`src/rtl/hop_pkg.sv`:
```
// ----------------------------------------------------------------------------
// hop_pkg
// Shared widths, codes and types of the holdover error predictor.
// ----------------------------------------------------------------------------
package hop_pkg;

  // square root chain: 112-bit radicand, one root bit per cell
  localparam int unsigned SQ_XW  = 112;
  localparam int unsigned SQ_RTW = SQ_XW / 2;
  localparam int unsigned SQ_RMW = SQ_RTW + 2;
  localparam int unsigned SQ_N   = SQ_RTW;

  // divider chain: 40 quotient bits, divisor up to 47 bits
  localparam int unsigned DV_NW  = 40;
  localparam int unsigned DV_DW  = 47;
  localparam int unsigned DV_RMW = DV_DW + 1;
  localparam int unsigned DV_N   = DV_NW;

  localparam logic [47:0] ERR_MAX  = '1;
  localparam logic [39:0] TIME_MAX = '1;

  typedef enum logic [2:0] {
    REG_BASE  = 3'd0,
    REG_DRIFT = 3'd1,
    REG_TEMPC = 3'd2,
    REG_AGE   = 3'd3
  } reg_idx_e;

  // how the final result of an item is formed
  typedef enum logic [2:0] {
    KIND_ERR  = 3'd0,
    KIND_ZERO = 3'd1,
    KIND_INF  = 3'd2,
    KIND_SAT  = 3'd3,
    KIND_DIV  = 3'd4
  } kind_e;

  typedef struct packed {
    logic [39:0] base;
    logic [31:0] drift;
    logic [31:0] tempc;
    logic [30:0] age;   // ageing clamped at zero
  } cfg_t;

  typedef struct packed {
    logic        op;
    logic        bpos;
    logic [47:0] err;
    logic [46:0] r;
    logic [40:0] bud;
  } sq_side_t;

  typedef struct packed {
    kind_e       kind;
    logic [47:0] err;
  } dv_side_t;

endpackage

```
`src/rtl/hop_sqrt_cell.sv`:
```
// ----------------------------------------------------------------------------
// hop_sqrt_cell
// One digit step of the integer square root; one root bit per cell.
// ----------------------------------------------------------------------------
module hop_sqrt_cell #(
  parameter int unsigned XW  = hop_pkg::SQ_XW,
  parameter int unsigned RTW = hop_pkg::SQ_RTW,
  parameter int unsigned RMW = hop_pkg::SQ_RMW,
  parameter int unsigned SW  = $bits(hop_pkg::sq_side_t)
) (
  input  logic           clk_i,
  input  logic           rst_ni,
  input  logic           en_i,
  input  logic           valid_i,
  input  logic [XW-1:0]  x_i,
  input  logic [RMW-1:0] rem_i,
  input  logic [RTW-1:0] root_i,
  input  logic [SW-1:0]  side_i,
  output logic           valid_o,
  output logic [XW-1:0]  x_o,
  output logic [RMW-1:0] rem_o,
  output logic [RTW-1:0] root_o,
  output logic [SW-1:0]  side_o
);
  logic [RMW-1:0] rem_sh, trial;
  logic           ge;

  assign rem_sh = {rem_i[RMW-3:0], x_i[XW-1:XW-2]};
  assign trial  = {root_i[RMW-3:0], 2'b01};
  assign ge     = rem_sh >= trial;

  always_ff @(posedge clk_i or negedge rst_ni) begin
    if (!rst_ni) begin
      valid_o <= 1'b0;
    end else if (en_i) begin
      valid_o <= valid_i;
    end
  end

  always_ff @(posedge clk_i) begin
    if (en_i) begin
      x_o    <= {x_i[XW-3:0], 2'b00};
      rem_o  <= ge ? (rem_sh - trial) : rem_sh;
      root_o <= {root_i[RTW-2:0], ge};
      side_o <= side_i;
    end
  end

endmodule

```
`config.mk`:
```
export PLATFORM = sky130hd
export DESIGN_NAME = hop_sqrt_cell
export DESIGN_NICKNAME = d
export VERILOG_FILES = /design/src/rtl/hop_pkg.sv /design/src/rtl/hop_sqrt_cell.sv
export SDC_FILE = /design/constraint.sdc
export NUM_CORES = 1
export LEC_CHECK = 0
export ABC_CLOCK_PERIOD_IN_PS = 800
export BUFFER_PORTS_ARGS = -buffer_cell sky130_fd_sc_hd__buf_4
export CAP_MARGIN = 20
export CORE_AREA = 4 4 286 288
export DETAILED_ROUTE_END_ITERATION = 12
export DIE_AREA = 0 0 290 292
export GPL_TIMING_DRIVEN = 0
export PLACE_DENSITY = 0.44
export SLEW_MARGIN = 20
export SYNTH_ARGS = -nofsm -noshare
export SYNTH_HDL_FRONTEND = slang
export SYNTH_SLANG_ARGS = --single-unit
```
`constraint.sdc`:
```
create_clock -name clk_i -period 0.8 [get_ports clk_i]
set_input_delay 0.04 -clock clk_i [delete_from_list [all_inputs] [get_ports clk_i]]
set_output_delay 0.04 -clock clk_i [all_outputs]
set_load 0.005 [all_outputs]
```
=== Word-level counts from Yosys, hierarchy flattened ===
Cells that the tools add are included.

* Output and inout port bits: 365
* Logic and storage cells: 8
* Input port bits: 368
* Register bits after elaboration: 363

* Add/sub/neg operators: 1
* Mux-type cells: 1
* Order comparisons: 1

{| class="wikitable"
|+ Operators by type and width
! kind !! number
|-
| >= comparator 58 bit || 1
|-
| 2-to-1 mux 58 bit || 1
|-
| subtractor 58 bit || 1
|}

=== Depth between registers and ports, before layout ===
* Depth in word-level cells: 2
* Gate-level depth with buffers: 17
* Depth with buffers taken out: 13

=== Worst setup path after synthesis ===
Ideal clock, no wire load.

* Kind: input port to flip-flop
* Start: in root_i[5]
* End: reg rem_o[23], data pin
* Path buffers: 2
* Stages on the path: 14
* Arrival time: 2,548 ps
* Data required time: 540 ps
* Setup slack: -2,009 ps
* Setup time: 260 ps
* Cells stage by stage: inv_1 ha_1 a211oi_1 nor2_1 and4bb_1 o21ai_1 o211a_1 a211o_1 a21oi_4 o21ba_1 buf_6 inv_4 buf_6 mux2_4

* Word-level cells in the longest chain between the ends: 2
* Elaborated cells between the ends (all ways): 3
* Those cells by class: 1 x add/sub; 1 x order compare; 1 x mux

{| class="wikitable"
|+ RTL lines
! item !! RTL line !! RTL
|-
| from (decl) || hop_sqrt_cell.sv:17 || <nowiki>input logic [RTW-1:0] root_i,</nowiki>
|-
| subtractor 58 bit or >= comparator 58 bit (tied branches) || hop_sqrt_cell.sv:43, hop_sqrt_cell.sv:30 ||
|-
| 2-to-1 mux 58 bit (*) || hop_sqrt_cell.sv:43 || <nowiki>rem_o <= ge ? (rem_sh - trial) : rem_sh;</nowiki>
|-
| to (signal assigned) || hop_sqrt_cell.sv:43 ||
|-
| to (decl) || hop_sqrt_cell.sv:21 || <nowiki>output logic [RMW-1:0] rem_o,</nowiki>
|}

Mark *: on every way between the ends. The rest lies on a longest branch, timed or not.
A chain may end at the register's enable or synchronous reset.

=== Worst setup path in the final report ===
* Start: in root_i[0]
* End: reg rem_o[10], data pin

Same word-level chain as after synthesis.

==> flow_summary.ini <==
[finish]
post-route-util = 0.379
final_cells = 3328
area_growth_pct = 96.1
nets = 2664
drive_gt1_frac = 0.461

[sta]
setup_viol = 422
hold_viol_final = 0
tightest_slew_ns = 0.513
slew_violations = 0
period_share = 3.23
max-slew-margin-rel = 0.656
fin_ws_ns = -1.78
skew_ns = 0
finalSetupTns_ns = -221.24
max_freq_mhz = 387
min_period_ns = 2.58
rsz0062_at_grt = yes

[global_route]
antenna_found_initial = 13
grtUsageTotal = 0.169
grt_max_degree = 91
grt_pass1_wl_mm = 106
grt-ovfl-total = 0
grt_pass1_vias = 14413

[die]
initial_core_util = 0.193
die_y_um = 292
chipWidth_um = 290
die-area_um2 = 84700
core_area_um2 = 78900
ios = 733
rows = 103

[placement]
dp.final_hpwl_mm = 57.9
gp_congestion = 0.851
dpl.cell_count = 2830
io_buffers = 728

[clocking]
root_buffer = clkbuf_16
clk_latency_ns = 0.56
clk_pin_slew_worst_paths_ns = 0.06
cts_tree = yes
clock-sinks = 363
clock_path_buffers = 3
cts_max_level = 2
numCtsBuffers = 45

[detailed_routing]
avgRoutedWirePerCell_um = 23.0
vias = 13696
routed_via_density = 4.12
ant_nets = 0
drt-initial-drc-count = 551
routed_wl_mm = 76.4
drc = 0
dr.pass1.iters = 5

[status]
status = finished with violations
violations = negative setup slack

[yosys]
ys_top_cells_by_count = edfxtp_1, a21oi_1, nor2_1, inv_1, ha_1
yosysTopAreaCell = edfxtp_1
ys_async_sr_fraction = 0.00275
synth_flop_cell = edfxtp_1
postSynthCellCount = 1048
netlist_area_um2 = 15200
synth_warnings = 0
synth_cell_types = 66
synth_edf_count = 362
yosysTopAreaCellShare = 0.714
synth_area_leaders = edfxtp_1, ha_1, a21oi_1, nor2_1, inv_1
synth.most_common_cell = edfxtp_1
synth_seq_area_share = 0.715
synth_area_per_cell_um2 = 14.5
ys_ff_latch = 363

[worst_setup_path]
crit_type = in -> reg
rr_endpoint = valid_o
rr_startpoint = valid_o
end_kind = flop
worstPathArrival_ns = 2.89
startpoint_type = primary input
rr_worst_depth = 1
worstPathMaxFanout = 7
cp.required_ns = 1.11
reg2reg_slack_ns = 0.04
crit_start = root_i[0]
setup.worst_path.end = rem_o[10]

[hold_path]
hold_path.class = in -> reg

[pwr]
p_per_area_nw_per_um2 = 1950
power_leakage_nw = 12.3
peakVddDrop_mv = 1.41

[run]
drv_cap = 0
-- registers in the layout, indices dropped and copies added, names as in the netlist --
register  cells
rem_o        58
x_o         110
side_o      138
valid_o       1
root_o       56
-- critical path, cell delays in order --
cell and delay (ns):
buf_8 0.10, inv_6 0.05, ha_4 0.20, nor2b_4 0.13, o2111ai_4 0.21, and4bb_1 0.26, o21ai_2 0.09, o211a_4 0.28
a211o_4 0.39, a21oi_4 0.21, o21ba_4 0.18, buf_12 0.14, clkinv_16 0.08, buf_12 0.12, buf_12 0.13, buf_12 0.13
nor2_2 0.06, a21oi_1 0.04
-- cell usage in the layout (no fill, tap or decap), types with 13 or more instances in the layout --
cell type | netlist | layout
buf_12 | 0 | 16
o21bai_1 | 13 | 13
dlygate4sd3_1 | 0 | 364
nand2_1 | 43 | 37
a21o_1 | 27 | 26
a21oi_1 | 110 | 71
edfxtp_1 | 362 | 362
buf_4 | 3 | 575
nand4_1 | 24 | 24
xnor2_1 | 29 | 28
nor2_1 | 79 | 35
o21ai_0 | 47 | 39
nor2_4 | 0 | 29
a21oi_2 | 1 | 34
ha_4 | 0 | 16
xor2_1 | 21 | 21
ha_1 | 58 | 34
nor2_2 | 0 | 15
buf_6 | 4 | 187
clkbuf_1 | 18 | 15
clkbuf_16 | 0 | 53
inv_1 | 73 | 63
-- power breakdown --
| group | leakage, nW | internal [W] | switching (W) |
|---|---|---|---|
| logic | 8.00 | 0.00751 | 0.00605 |
| clock network | 0.734 | 0.0124 | 0.00864 |
| registers | 3.56 | 0.0230 | 0.000672 |
| total | 12.3 | 0.0428 | 0.0154 |
-- timing repair --
action	4_1_cts	5_1_grt
pin swaps	16	32
gates resized for setup	225	217
hold endpoints to repair	452	2
buffers inserted	18	20
endpoints found under the setup margin	695	785
gates cloned	6	9
hold buffers	363	2
-- stage by stage --
stage	instance area [um2]	setup slack [ns]	power (W)	hold WS [ns]
5_1_grt	29900	-1.86	0.0609	0.00499
6_report	29900	-1.78	0.0582	0.0332
2_1_floorplan	15500	-1.83	0.0272	-0.256
3_5_place_dp	22300	-3.58	0.0336	-0.184
4_1_cts	28700	-1.89	0.0580	-0.244
3_3_place_gp	22200	-3.68	0.0336	-0.184
-- worst min path at each step --
| stage | start | to | slack [ns] | cells after the start |
|---|---|---|---|---|
| finish | en_i | side_o[71] | 0.03 | 2 |
| global route | en_i | side_o[120] | 0.005 | 2 |
| CTS | x_i[110] | rem_o[0] | -0.24 | 2 |
| detailed placement | rst_ni | valid_o | -0.18 | 1 |
| global placement | rst_ni | valid_o | -0.18 | 1 |
| floorplan | rst_ni | valid_o | -0.26 | 0 |
-- layer usage --
layer	routed length [um]	up-vias	GRT usage
met5	77	-	0
met4	1360	12	0.0330
met3	6360	87	0.0656
met2	38500	493	0.296
met1	30100	6764	0.199
li1	-	6340	-
-- logic make-up (layout without fill, tap and decap cells) --
kind of cell             count (synthesis)  in the layout  share of synthesized area
flip-flops                             363            363                      0.715
AO/OA/AOI/OAI                          254            254                      0.104
AND/OR/NAND/NOR                        204            204                     0.0644
buffers and inverters                  107           1331                     0.0299
adder cells (fa/ha/maj)                 58             58                     0.0476
XOR/XNOR                                50             50                     0.0287
multiplexers                            11             11                    0.00994
other                                    1              7                   0.000246
-- final cells by class --
type / count / area [um2]
fill: 7639 / 49000
sequential: 363 / 10900
timing repair buffer: 1147 / 10600
multi-input combinational: 579 / 4890
tap: 1050 / 1310
clock buffer: 51 / 1150
clock inverter: 31 / 354
inverter: 74 / 327
buffer: 28 / 322
antenna: 5 / 12.5
(Power assumes the default switching activity.)
