--- src/rtl/hop_pkg.sv ---
// ----------------------------------------------------------------------------
// hop_pkg
// Shared widths, codes and types of the holdover error predictor.
// ----------------------------------------------------------------------------
package hop_pkg;

  // square root chain: 112-bit radicand, one root bit per cell
  localparam int unsigned SQ_XW  = 112;
  localparam int unsigned SQ_RTW = SQ_XW / 2;
  localparam int unsigned SQ_RMW = SQ_RTW + 2;
  localparam int unsigned SQ_N   = SQ_RTW;

  // divider chain: 40 quotient bits, divisor up to 47 bits
  localparam int unsigned DV_NW  = 40;
  localparam int unsigned DV_DW  = 47;
  localparam int unsigned DV_RMW = DV_DW + 1;
  localparam int unsigned DV_N   = DV_NW;

  localparam logic [47:0] ERR_MAX  = '1;
  localparam logic [39:0] TIME_MAX = '1;

  typedef enum logic [2:0] {
    REG_BASE  = 3'd0,
    REG_DRIFT = 3'd1,
    REG_TEMPC = 3'd2,
    REG_AGE   = 3'd3
  } reg_idx_e;

  // how the final result of an item is formed
  typedef enum logic [2:0] {
    KIND_ERR  = 3'd0,
    KIND_ZERO = 3'd1,
    KIND_INF  = 3'd2,
    KIND_SAT  = 3'd3,
    KIND_DIV  = 3'd4
  } kind_e;

  typedef struct packed {
    logic [39:0] base;
    logic [31:0] drift;
    logic [31:0] tempc;
    logic [30:0] age;   // ageing clamped at zero
  } cfg_t;

  typedef struct packed {
    logic        op;
    logic        bpos;
    logic [47:0] err;
    logic [46:0] r;
    logic [40:0] bud;
  } sq_side_t;

  typedef struct packed {
    kind_e       kind;
    logic [47:0] err;
  } dv_side_t;

endpackage

--- src/rtl/hop_div_cell.sv ---
// ----------------------------------------------------------------------------
// hop_div_cell
// One restoring division step; one quotient bit per cell.
// ----------------------------------------------------------------------------
module hop_div_cell #(
  parameter int unsigned NW  = hop_pkg::DV_NW,
  parameter int unsigned DW  = hop_pkg::DV_DW,
  parameter int unsigned RMW = hop_pkg::DV_RMW,
  parameter int unsigned SW  = $bits(hop_pkg::dv_side_t)
) (
  input  logic           clk_i,
  input  logic           rst_ni,
  input  logic           en_i,
  input  logic           valid_i,
  input  logic [NW-1:0]  n_i,
  input  logic [DW-1:0]  d_i,
  input  logic [RMW-1:0] rem_i,
  input  logic [NW-1:0]  q_i,
  input  logic [SW-1:0]  side_i,
  output logic           valid_o,
  output logic [NW-1:0]  n_o,
  output logic [DW-1:0]  d_o,
  output logic [RMW-1:0] rem_o,
  output logic [NW-1:0]  q_o,
  output logic [SW-1:0]  side_o
);
  logic [RMW-1:0] rs, dx;
  logic           ge;

  assign rs = {rem_i[RMW-2:0], n_i[NW-1]};
  assign dx = {{(RMW-DW){1'b0}}, d_i};
  assign ge = rs >= dx;

  always_ff @(posedge clk_i or negedge rst_ni) begin
    if (!rst_ni) begin
      valid_o <= 1'b0;
    end else if (en_i) begin
      valid_o <= valid_i;
    end
  end

  always_ff @(posedge clk_i) begin
    if (en_i) begin
      n_o    <= {n_i[NW-2:0], 1'b0};
      d_o    <= d_i;
      rem_o  <= ge ? (rs - dx) : rs;
      q_o    <= {q_i[NW-2:0], ge};
      side_o <= side_i;
    end
  end

endmodule

--- config.mk ---
export PLATFORM = sky130hd
export DESIGN_NAME = hop_div_cell
export DESIGN_NICKNAME = d
export VERILOG_FILES = /design/src/rtl/hop_pkg.sv /design/src/rtl/hop_div_cell.sv
export SDC_FILE = /design/constraint.sdc
export NUM_CORES = 1
export LEC_CHECK = 0
export ABC_CLOCK_PERIOD_IN_PS = 1600
export BUFFER_PORTS_ARGS = -buffer_cell sky130_fd_sc_hd__buf_2
export CAP_MARGIN = 10
export CORE_AREA = 5 5 176 178
export DETAILED_ROUTE_END_ITERATION = 6
export DIE_AREA = 0 0 181 183
export PLACE_DENSITY_LB_ADDON = 0.1
export SLEW_MARGIN = 20
export SYNTH_ARGS = -nofsm -noshare
export SYNTH_HDL_FRONTEND = slang
export SYNTH_SLANG_ARGS = --single-unit
--- constraint.sdc ---
create_clock -name clk_i -period 1.6 [get_ports clk_i]
set_clock_uncertainty 0.1 [all_clocks]
set_input_delay 0.48 -clock clk_i [delete_from_list [all_inputs] [get_ports clk_i]]
set_output_delay 0.48 -clock clk_i [all_outputs]
set_load 0.005 [all_outputs]
======== After elaboration in Yosys (flattened, before gate mapping) ========
Index checks and enable logic that the tools add are counted.
W data, S select, Z words.
cells by class
  multiplexer cells ....................... 1
  order comparisons ....................... 1
  $add $sub $neg .......................... 1
operator list
  operator          number
  $ge A48 B47 Y1    1
  $mux W48          1
  $sub A48 B47 Y48  1
word-level totals
  output and inout port bits .............. 227
  bits in registers ....................... 226
  logic and storage cells ................. 9

======== Depth between registers and ports, before layout ========
Gate-level depths: netlist of the first run.
  depth in word-level cells ............... 2
  mapped depth ............................ 14
  mapped depth without buffers ............ 13

======== Worst setup path before layout of the first run ========
No wires, ideal clock.
  path kind ............................... input-to-reg
  start ................................... in d_i[35]
  end ..................................... reg rem_o[44], data pin
  stages on the path ...................... 11
  path slack .............................. -1682 ps
  data required time ...................... 1240 ps
  data arrival time ....................... 2921 ps
  buffers on the path ..................... 1
  library setup time ...................... 260 ps
  path through ............................ inv_1 > ha_1 > buf_6 > a21o_1 > a221o_1 > a41o_1 > or4_1 > o21ba_1 > a21bo_1 > xor2_1 > mux2_4
on the way
  cells in the longest elaborated chain, start to end .. 2
  elaborated cells on any way between the ends .. 3
RTL lines
  element                                             line                                    RTL
  start, declared                                     hop_div_cell.sv:16                      input logic [DW-1:0] d_i,
  $sub A48 B47 Y48 or $ge A48 B47 Y1 (tied branches)  hop_div_cell.sv:46, hop_div_cell.sv:32
  $mux W48 (*)                                        hop_div_cell.sv:46                      rem_o <= ge ? (rs - dx) : rs;
  end signal, assigned                                hop_div_cell.sv:46
  end, declared                                       hop_div_cell.sv:23                      output logic [RMW-1:0] rem_o,
Mark *: on every way between the ends. The rest lies on a longest branch, timed or not.
A chain may end at the register's enable or synchronous reset.

======== Worst setup path after layout of the first run ========
  start ................................... in rem_i[35]
  end ..................................... reg rem_o[44], data pin
on the way
  cells in the longest elaborated chain, start to end .. 2
  elaborated cells on any way between the ends .. 3
RTL lines
  element                                             line                                    RTL
  start, declared                                     hop_div_cell.sv:17                      input logic [RMW-1:0] rem_i,
  $sub A48 B47 Y48 or $ge A48 B47 Y1 (tied branches)  hop_div_cell.sv:46, hop_div_cell.sv:32
  $mux W48 (*)                                        hop_div_cell.sv:46
Marks and branches as above.

==> summary.md, run 1 <==
| Metric | Value |
|---|---|
| Mux share of post-synthesis cell area | `0.694%` |
| Power Density | `1010 mW/mm2` |
| Post-Synth Simple-Gate Area | `8.17%` |
| CTS tree | `built` |
| Vias | `8843` |
| Non-Filler Instances | `1928` |
| Final Total Pwr | `17.4 mW` |
| CP Buf/Inv Count | `1` |
| Largest net degree at the start of global routing | `42` |
| Synth Area per Inst | `13.0 um2` |
| Hold worst-path end | `side_o[30]` |
| Hold path depth | `1` |
| Worst-Skew Late Latency | `520 ps` |
| Mapped cell area | `0.0103 mm2` |
| R2r endpoint | `valid_o` |
| MaxCap Viol Count | `0` |
| CP startpoint kind | `input pin` |
| Grt total ovfl | `0` |
| DP Cell Count | `1828` |
| Initial Utilization | `35.1%` |
| Max Freq | `378 MHz` |
| CTS Sinks | `226` |
| RSZ-0062 raised after global routing | `true` |
| Distinct cells, synth | `62` |
| Most frequent cells in the layout | `buf_2, edfxtp_1, buf_4, a21oi_1, nand2_1` |
| Post-synthesis compound-gate area fraction | `12.4%` |
| Site Rows | `63` |
| Synth Area in Adders | `5.92%` |
| Crit-path max cell delay | `400 ps` |
| Most common flop cell mapped by yosys | `edfxtp_1` |
| Critical Path End Type | `register` |
| H-tree level count | `1` |
| Share of cells above drive strength 1 | `59.8%` |
| GP Congestion | `0.820` |
| Reg area | `0.00678 mm2` |
| CP required | `1780 ps` |
| Status | `complete, but fails checks` |
| GRT Overall Usage | `19.6%` |
| R2r worst-path depth | `1` |
| Register area share after synthesis | `66.0%` |
| First-pass GRT wire length | `51.2 mm` |
| Placed inst area | `0.0149 mm2` |
| Ys Warns | `0` |
| Post-synth ARST share | `0.442%` |
| Slowest-stage cell, CP | `or4_1` |
| Critical-path cell list | `buf_8 > ha_4 > and3_4 > a221o_1 > a41o_1 > or4_1 > o21ba_2 > a21bo_1 > xor2_1 > mux2_4` |
| Int Power | `12.9 mW` |
| Synth Area in XOR/XNOR | `3.41%` |
| Hold WC Path Type | `in -> reg` |
| WS Path Type | `in -> reg` |
| Initial drt markers | `386` |
| Final Cycle Share | `165%` |
| Final worst slack | `-1050 ps` |
| IO buf count | `453` |
| WL final | `35.1 mm` |
| Final Core Density | `59.1%` |
| Post-DP HPWL | `27.6 mm` |
| Die X | `181 um` |
| FF-to-FF Start | `valid_o` |
| I/O pin count | `457` |
| Flop-to-flop setup slack | `750 ps` |
| Min Tclk post-route | `2650 ps` |
| Die area | `0.0331 mm2` |
| Initial antenna violation count | `7` |
| Drt wl/cell | `18.2 um` |
| EDFF count, synth | `225` |
| Sequential share of power | `42.1%` |
| Post-synth net total | `1069` |
| Final nets | `1793` |
| Vias in the first global route | `8959` |
| Non-Filler Cell Area, Final | `0.0173 mm2` |
| Clock share of power | `34.1%` |
| Max Root-Sink Buffers | `3` |
| NetSw | `4.49 mW` |
| CTS Buf Count | `26` |
| Area grow syn2layout | `68.2%` |
| DR vias/cell | `4.59` |
| Commonest non-fill, non-tap cell in the layout | `buf_2` |
| Setup violators final | `141` |
| Synth Register Bits | `226` |
| Main combinational cell family by area after synthesis | `compound AO/OA/AOI/OAI gates` |
| Synthesized instance count | `791` |
| Pleak | `7.69 nW` |
| Peak VDD IR | `807 uV` |
| Sum of negative setup slack | `-49340 ps` |
| Crit path max fanout | `4` |
| Reg clk slew, reported paths | `60 ps` |
| Sw Share | `25.8%` |
| Logic pwr share | `23.7%` |
| Hold path startpoint | `side_i[30]` |
| Core area | `0.0292 mm2` |
| Drt pass-1 iters | `4` |
| Remaining DRCs | `0` |
| Post-route ant nets | `0` |
| Failing checks | `setup timing` |
| Die height | `183 um` |
| Fillers | `2466` |
| Crit path DAT | `2830 ps` |
| Root Buffer | `clkbuf_16` |
| Hold Violations, Final | `0` |
| Cell family with most CP delay | `compound AO/OA/AOI/OAI gates` |
| Multi-input logic area | `0.00418 mm2` |
| Fin. max-slew vios | `0` |
==> area by class of cell <==
| class | instances | share of cell area (%) |
|---|---|---|
| Clock buffer | 28 | 3.93 |
| Multi-Input combinational cell | 482 | 24.2 |
| Inverter | 59 | 1.40 |
| Sequential cell | 226 | 39.3 |
| Antenna cell | 4 | 0.0579 |
| Tap cell | 390 | 2.82 |
| Timing Repair Buffer | 720 | 27.3 |
| Clock inverter | 19 | 1.07 |
==> synth_stat cells (7+ instances only) <==
cell type  count  area (um2)
nand2_1       56         210
nand4_1       11        68.8
xor2_1        18         158
clkbuf_1      11        41.3
nor3_1        11        55.1
nor2b_1        7        43.8
a21o_1        25         188
o21bai_1       8        60.1
buf_2          9        45.0
nor2_1        66         248
o21a_1         9        67.6
nand3_1       10        50.1
inv_1         58         218
xnor2_1       22         193
ha_1          47         588
a211oi_1       7        52.6
a21oi_1       92         460
edfxtp_1     225        6760
o21ai_0       24         120
==> power groups by stage <==
stage	combinational (mW)	sequential, mW	clock (mW)
2_1_floorplan	1.40	7.55	0
3_3_place_gp	3.49	7.46	0
3_5_place_dp	3.51	7.46	0
4_1_cts	3.89	7.34	6.11
5_1_grt	4.48	7.38	6.41
6_report	4.13	7.33	5.94
==> metal layers <==
metal | routed length [um] | GRT usage, % | share of wire, %
met5 | 39 | 0 | 0.11
met4 | 754 | 4.71 | 2.2
met3 | 2610 | 5.36 | 7.5
met2 | 18500 | 36.2 | 53
met1 | 13200 | 22.6 | 38
==> worst max path at each step <==
stage / endpoint / slack (ps) / startpoint / cells after the start
2_1_floorplan: rem_o[44] / -1420 / rem_i[34] / 10
3_3_place_gp: rem_o[41] / -1690 / d_i[6] / 12
3_5_place_dp: rem_o[41] / -1740 / d_i[1] / 12
4_1_cts: rem_o[45] / -1100 / d_i[35] / 15
5_1_grt: rem_o[26] / -1140 / rem_i[35] / 13
6_report: rem_o[44] / -1050 / rem_i[35] / 10
==> stage by stage <==
stage	setup WS [ps]	hold slack (ps)
floorplan	-1420	84.4
global placement	-1690	157
detailed placement	-1740	159
CTS	-1100	0.251
global route	-1140	0.245
finish	-1050	25.3
==> registers in the layout, summed over array words and instances, names as in the netlist <==
name and cells:
side_o 51, rem_o 48, d_o 47, q_o 40, n_o 39, valid_o 1
==> what timing repair did <==
action,CTS,global route
endpoints found under the setup margin,269,275
hold buffers,12,1
endpoints found under the hold margin,12,1
gates cloned,3,3
gates resized for setup,101,130
pin swaps,40,22
setup buffers,23,10
==> logic make-up (layout without fill, tap and decap cells) <==
group,after synthesis,in the layout
other,1,5
DFF,226,226
xor gates and xnor gates,40,40
and+or+nand+nor,185,185
buffers and inverters,83,826
adders and majority gates,48,48
AOI/OAI and AO/OA,202,202
muxes,6,6
No activity file was read; power rests on OpenSTA's default activity.
==> inputs of run 2 (changes only) <==
BUFFER_PORTS_ARGS = -buffer_cell sky130_fd_sc_hd__clkbuf_2   (was -buffer_cell sky130_fd_sc_hd__buf_2)
==> summary.md, run 2 (same netlist as run 1, synthesis figures left out) <==
| Metric | Value |
|---|---|
| Most frequent cells in the layout | `clkbuf_2, buf_4, edfxtp_1, a21oi_1, dlygate4sd3_1` |
| Power Density | `985 mW/mm2 (-2.3%)` |
| WS Path Type | `in -> reg` |
| Reg clk slew, reported paths | `60 ps (about the same)` |
| Metal-1 WL | `13.5 mm (+2.8%)` |
| Met2 Wirelength | `18.8 mm (+1.7%)` |
| First-pass GRT wire length | `53.1 mm (+3.8%)` |
| CTS Buf Count | `25 (-3.8%)` |
| IO buf count | `453 (unchanged)` |
| Top flop regs | `side_o x51, rem_o x48, d_o x47` |
| WL final | `35.9 mm (+2.3%)` |
| Initial drt markers | `407 (+5.4%)` |
| CP required | `1790 ps (about the same)` |
| Die area | `0.0331 mm2 (unchanged)` |
| CTS Sinks | `226 (unchanged)` |
| CTS tree | `built` |
| Die height | `183 um (unchanged)` |
| Min Tclk post-route | `2660 ps (+16.5 ps)` |
| Vias | `9173 (+3.7%)` |
| Pleak | `8.02 nW (+4.4%)` |
| Fin. max-slew vios | `0 (unchanged)` |
| Crit path max fanout | `6 (+2)` |
| Drt pass-1 iters | `5 (+1)` |
| Hold path startpoint | `q_i[38]` |
| Crit path DAT | `2850 ps (+20 ps)` |
| I/O pin count | `457 (unchanged)` |
| Top routing layer in use | `met5` |
| Vias in the first global route | `9460 (+5.6%)` |
| Worst-Skew Late Latency | `510 ps (about the same)` |
| FF-to-FF Start | `valid_o` |
| Initial Utilization | `35.1% (unchanged)` |
| Hold WC Path Type | `in -> reg` |
| Failing checks | `setup timing` |
| Drt wl/cell | `18.1 um (-0.46%)` |
| Final nets | `1847 (+3.0%)` |
| GP Congestion | `0.828 (+1.0%)` |
| Site Rows | `63 (unchanged)` |
| Peak VDD IR | `714 uV (-11%)` |
| Non-Filler Instances | `1981 (+2.7%)` |
| Critical Path Start | `rem_i[33]` |
| Post-route ant nets | `0 (unchanged)` |
| Initial antenna violation count | `5 (-2)` |
| Die X | `181 um (unchanged)` |
| Routed wl met3 | `2.50 mm (-4.6%)` |
| Area grow syn2layout | `72.0%` |
| DR vias/cell | `4.63 (+0.96%)` |
| Sum of negative setup slack | `-50950 ps (-1610 ps)` |
| Core area | `0.0292 mm2 (unchanged)` |
| Final Cycle Share | `166% (+1.0 points)` |
| CP startpoint kind | `input pin` |
| DP Cell Count | `1844 (+0.88%)` |
| Commonest non-fill, non-tap cell in the layout | `clkbuf_2` |
| Max Freq | `375 MHz (-0.62%)` |
| Share of cells above drive strength 1 | `56.6% (-3.1 points)` |
| Remaining DRCs | `0 (unchanged)` |
| H-tree level count | `1 (unchanged)` |
| MaxCap Viol Count | `0 (unchanged)` |
| Root Buffer | `clkbuf_16` |
| Hold Violations, Final | `0 (unchanged)` |
| Grt total ovfl | `0 (unchanged)` |
| Max Root-Sink Buffers | `3 (unchanged)` |
| Status | `complete, but fails checks` |
| Final Core Density | `60.4% (+1.4 points)` |
| RSZ-0062 raised after global routing | `true` |
| Most flops, register | `side_o` |
| Final worst slack | `-1060 ps (-16.5 ps)` |
| Post-DP HPWL | `28.0 mm (+1.6%)` |
| Critical Path End Type | `register` |
| Setup violators final | `115 (-18%)` |
| Largest net degree at the start of global routing | `26 (-38%)` |
| Max reg flops | `51 (unchanged)` |
| GRT Overall Usage | `20.2% (+0.60 points)` |
run 2: what timing repair did:
| action | in CTS | in global routing |
|---|---|---|
| pin swaps | 34 | 22 |
| hold buffers | 59 | 0 |
| buffers inserted | 21 | 5 |
| endpoints found under the setup margin | 239 | 272 |
| hold endpoints to repair | 59 | 0 |
| gates cloned | 2 | 3 |
| gates resized for setup | 102 | 89 |
run 2: path summary, 6_finish.rpt:
check                             to  slack (ps)  cells after the start
setup / recovery           rem_o[30]       -1060                     13
hold / removal               q_o[39]          30                      1
setup reg to reg             valid_o         760                      1
hold reg to reg              valid_o         410                      1
max in group asynchronous    valid_o        1150                      2
min in group asynchronous    valid_o         170                      2
run 2: routing by layer:
layer	vias to the layer above	track usage, %
met5	-	0
met4	4	6.36
met3	62	5.16
met2	278	36.7
met1	4331	23.5
li1	4498	-
run 2: power breakdown:
part	leakage, nW	switching [mW]	internal (mW)
clock	0.413	2.31	3.52
sequential	2.21	0.163	7.20
combinational	5.39	1.98	2.22
run 2: worst max-delay path, cell delays in order:
cell,delay [ps]
clkbuf_2,130
ha_4,260
and3_4,150
a221o_1,310
a41o_1,260
a21o_2,220
a211oi_2,230
o41a_1,250
inv_4,90
buf_12,160
clkbuf_16,180
nor2_4,100
a21oi_2,30
run 2: cell type report:
type,instances,area [um2]
Multi-Input combinational cell,482,4030
Sequential cell,226,6780
Clock inverter,16,193
Fill cell,2444,11600
Timing Repair Buffer,775,5290
Antenna cell,4,10.0
Tap cell,390,488
Clock buffer,29,641
Inverter,59,241
run 2: per-stage QoR:
step / hold WS [ps] / total power [mW] / instance area [um2] / worst slack [ps]
after detailed placement: 156 / 11.0 / 15100 / -1730
after floorplan: 84.4 / 8.96 / 10600 / -1420
final: 27.3 / 17.4 / 17700 / -1060
after global routing: 0.616 / 18.2 / 17700 / -1150
after global placement: 155 / 11.0 / 15100 / -1650
after CTS: 0.00744 / 17.4 / 17300 / -1070
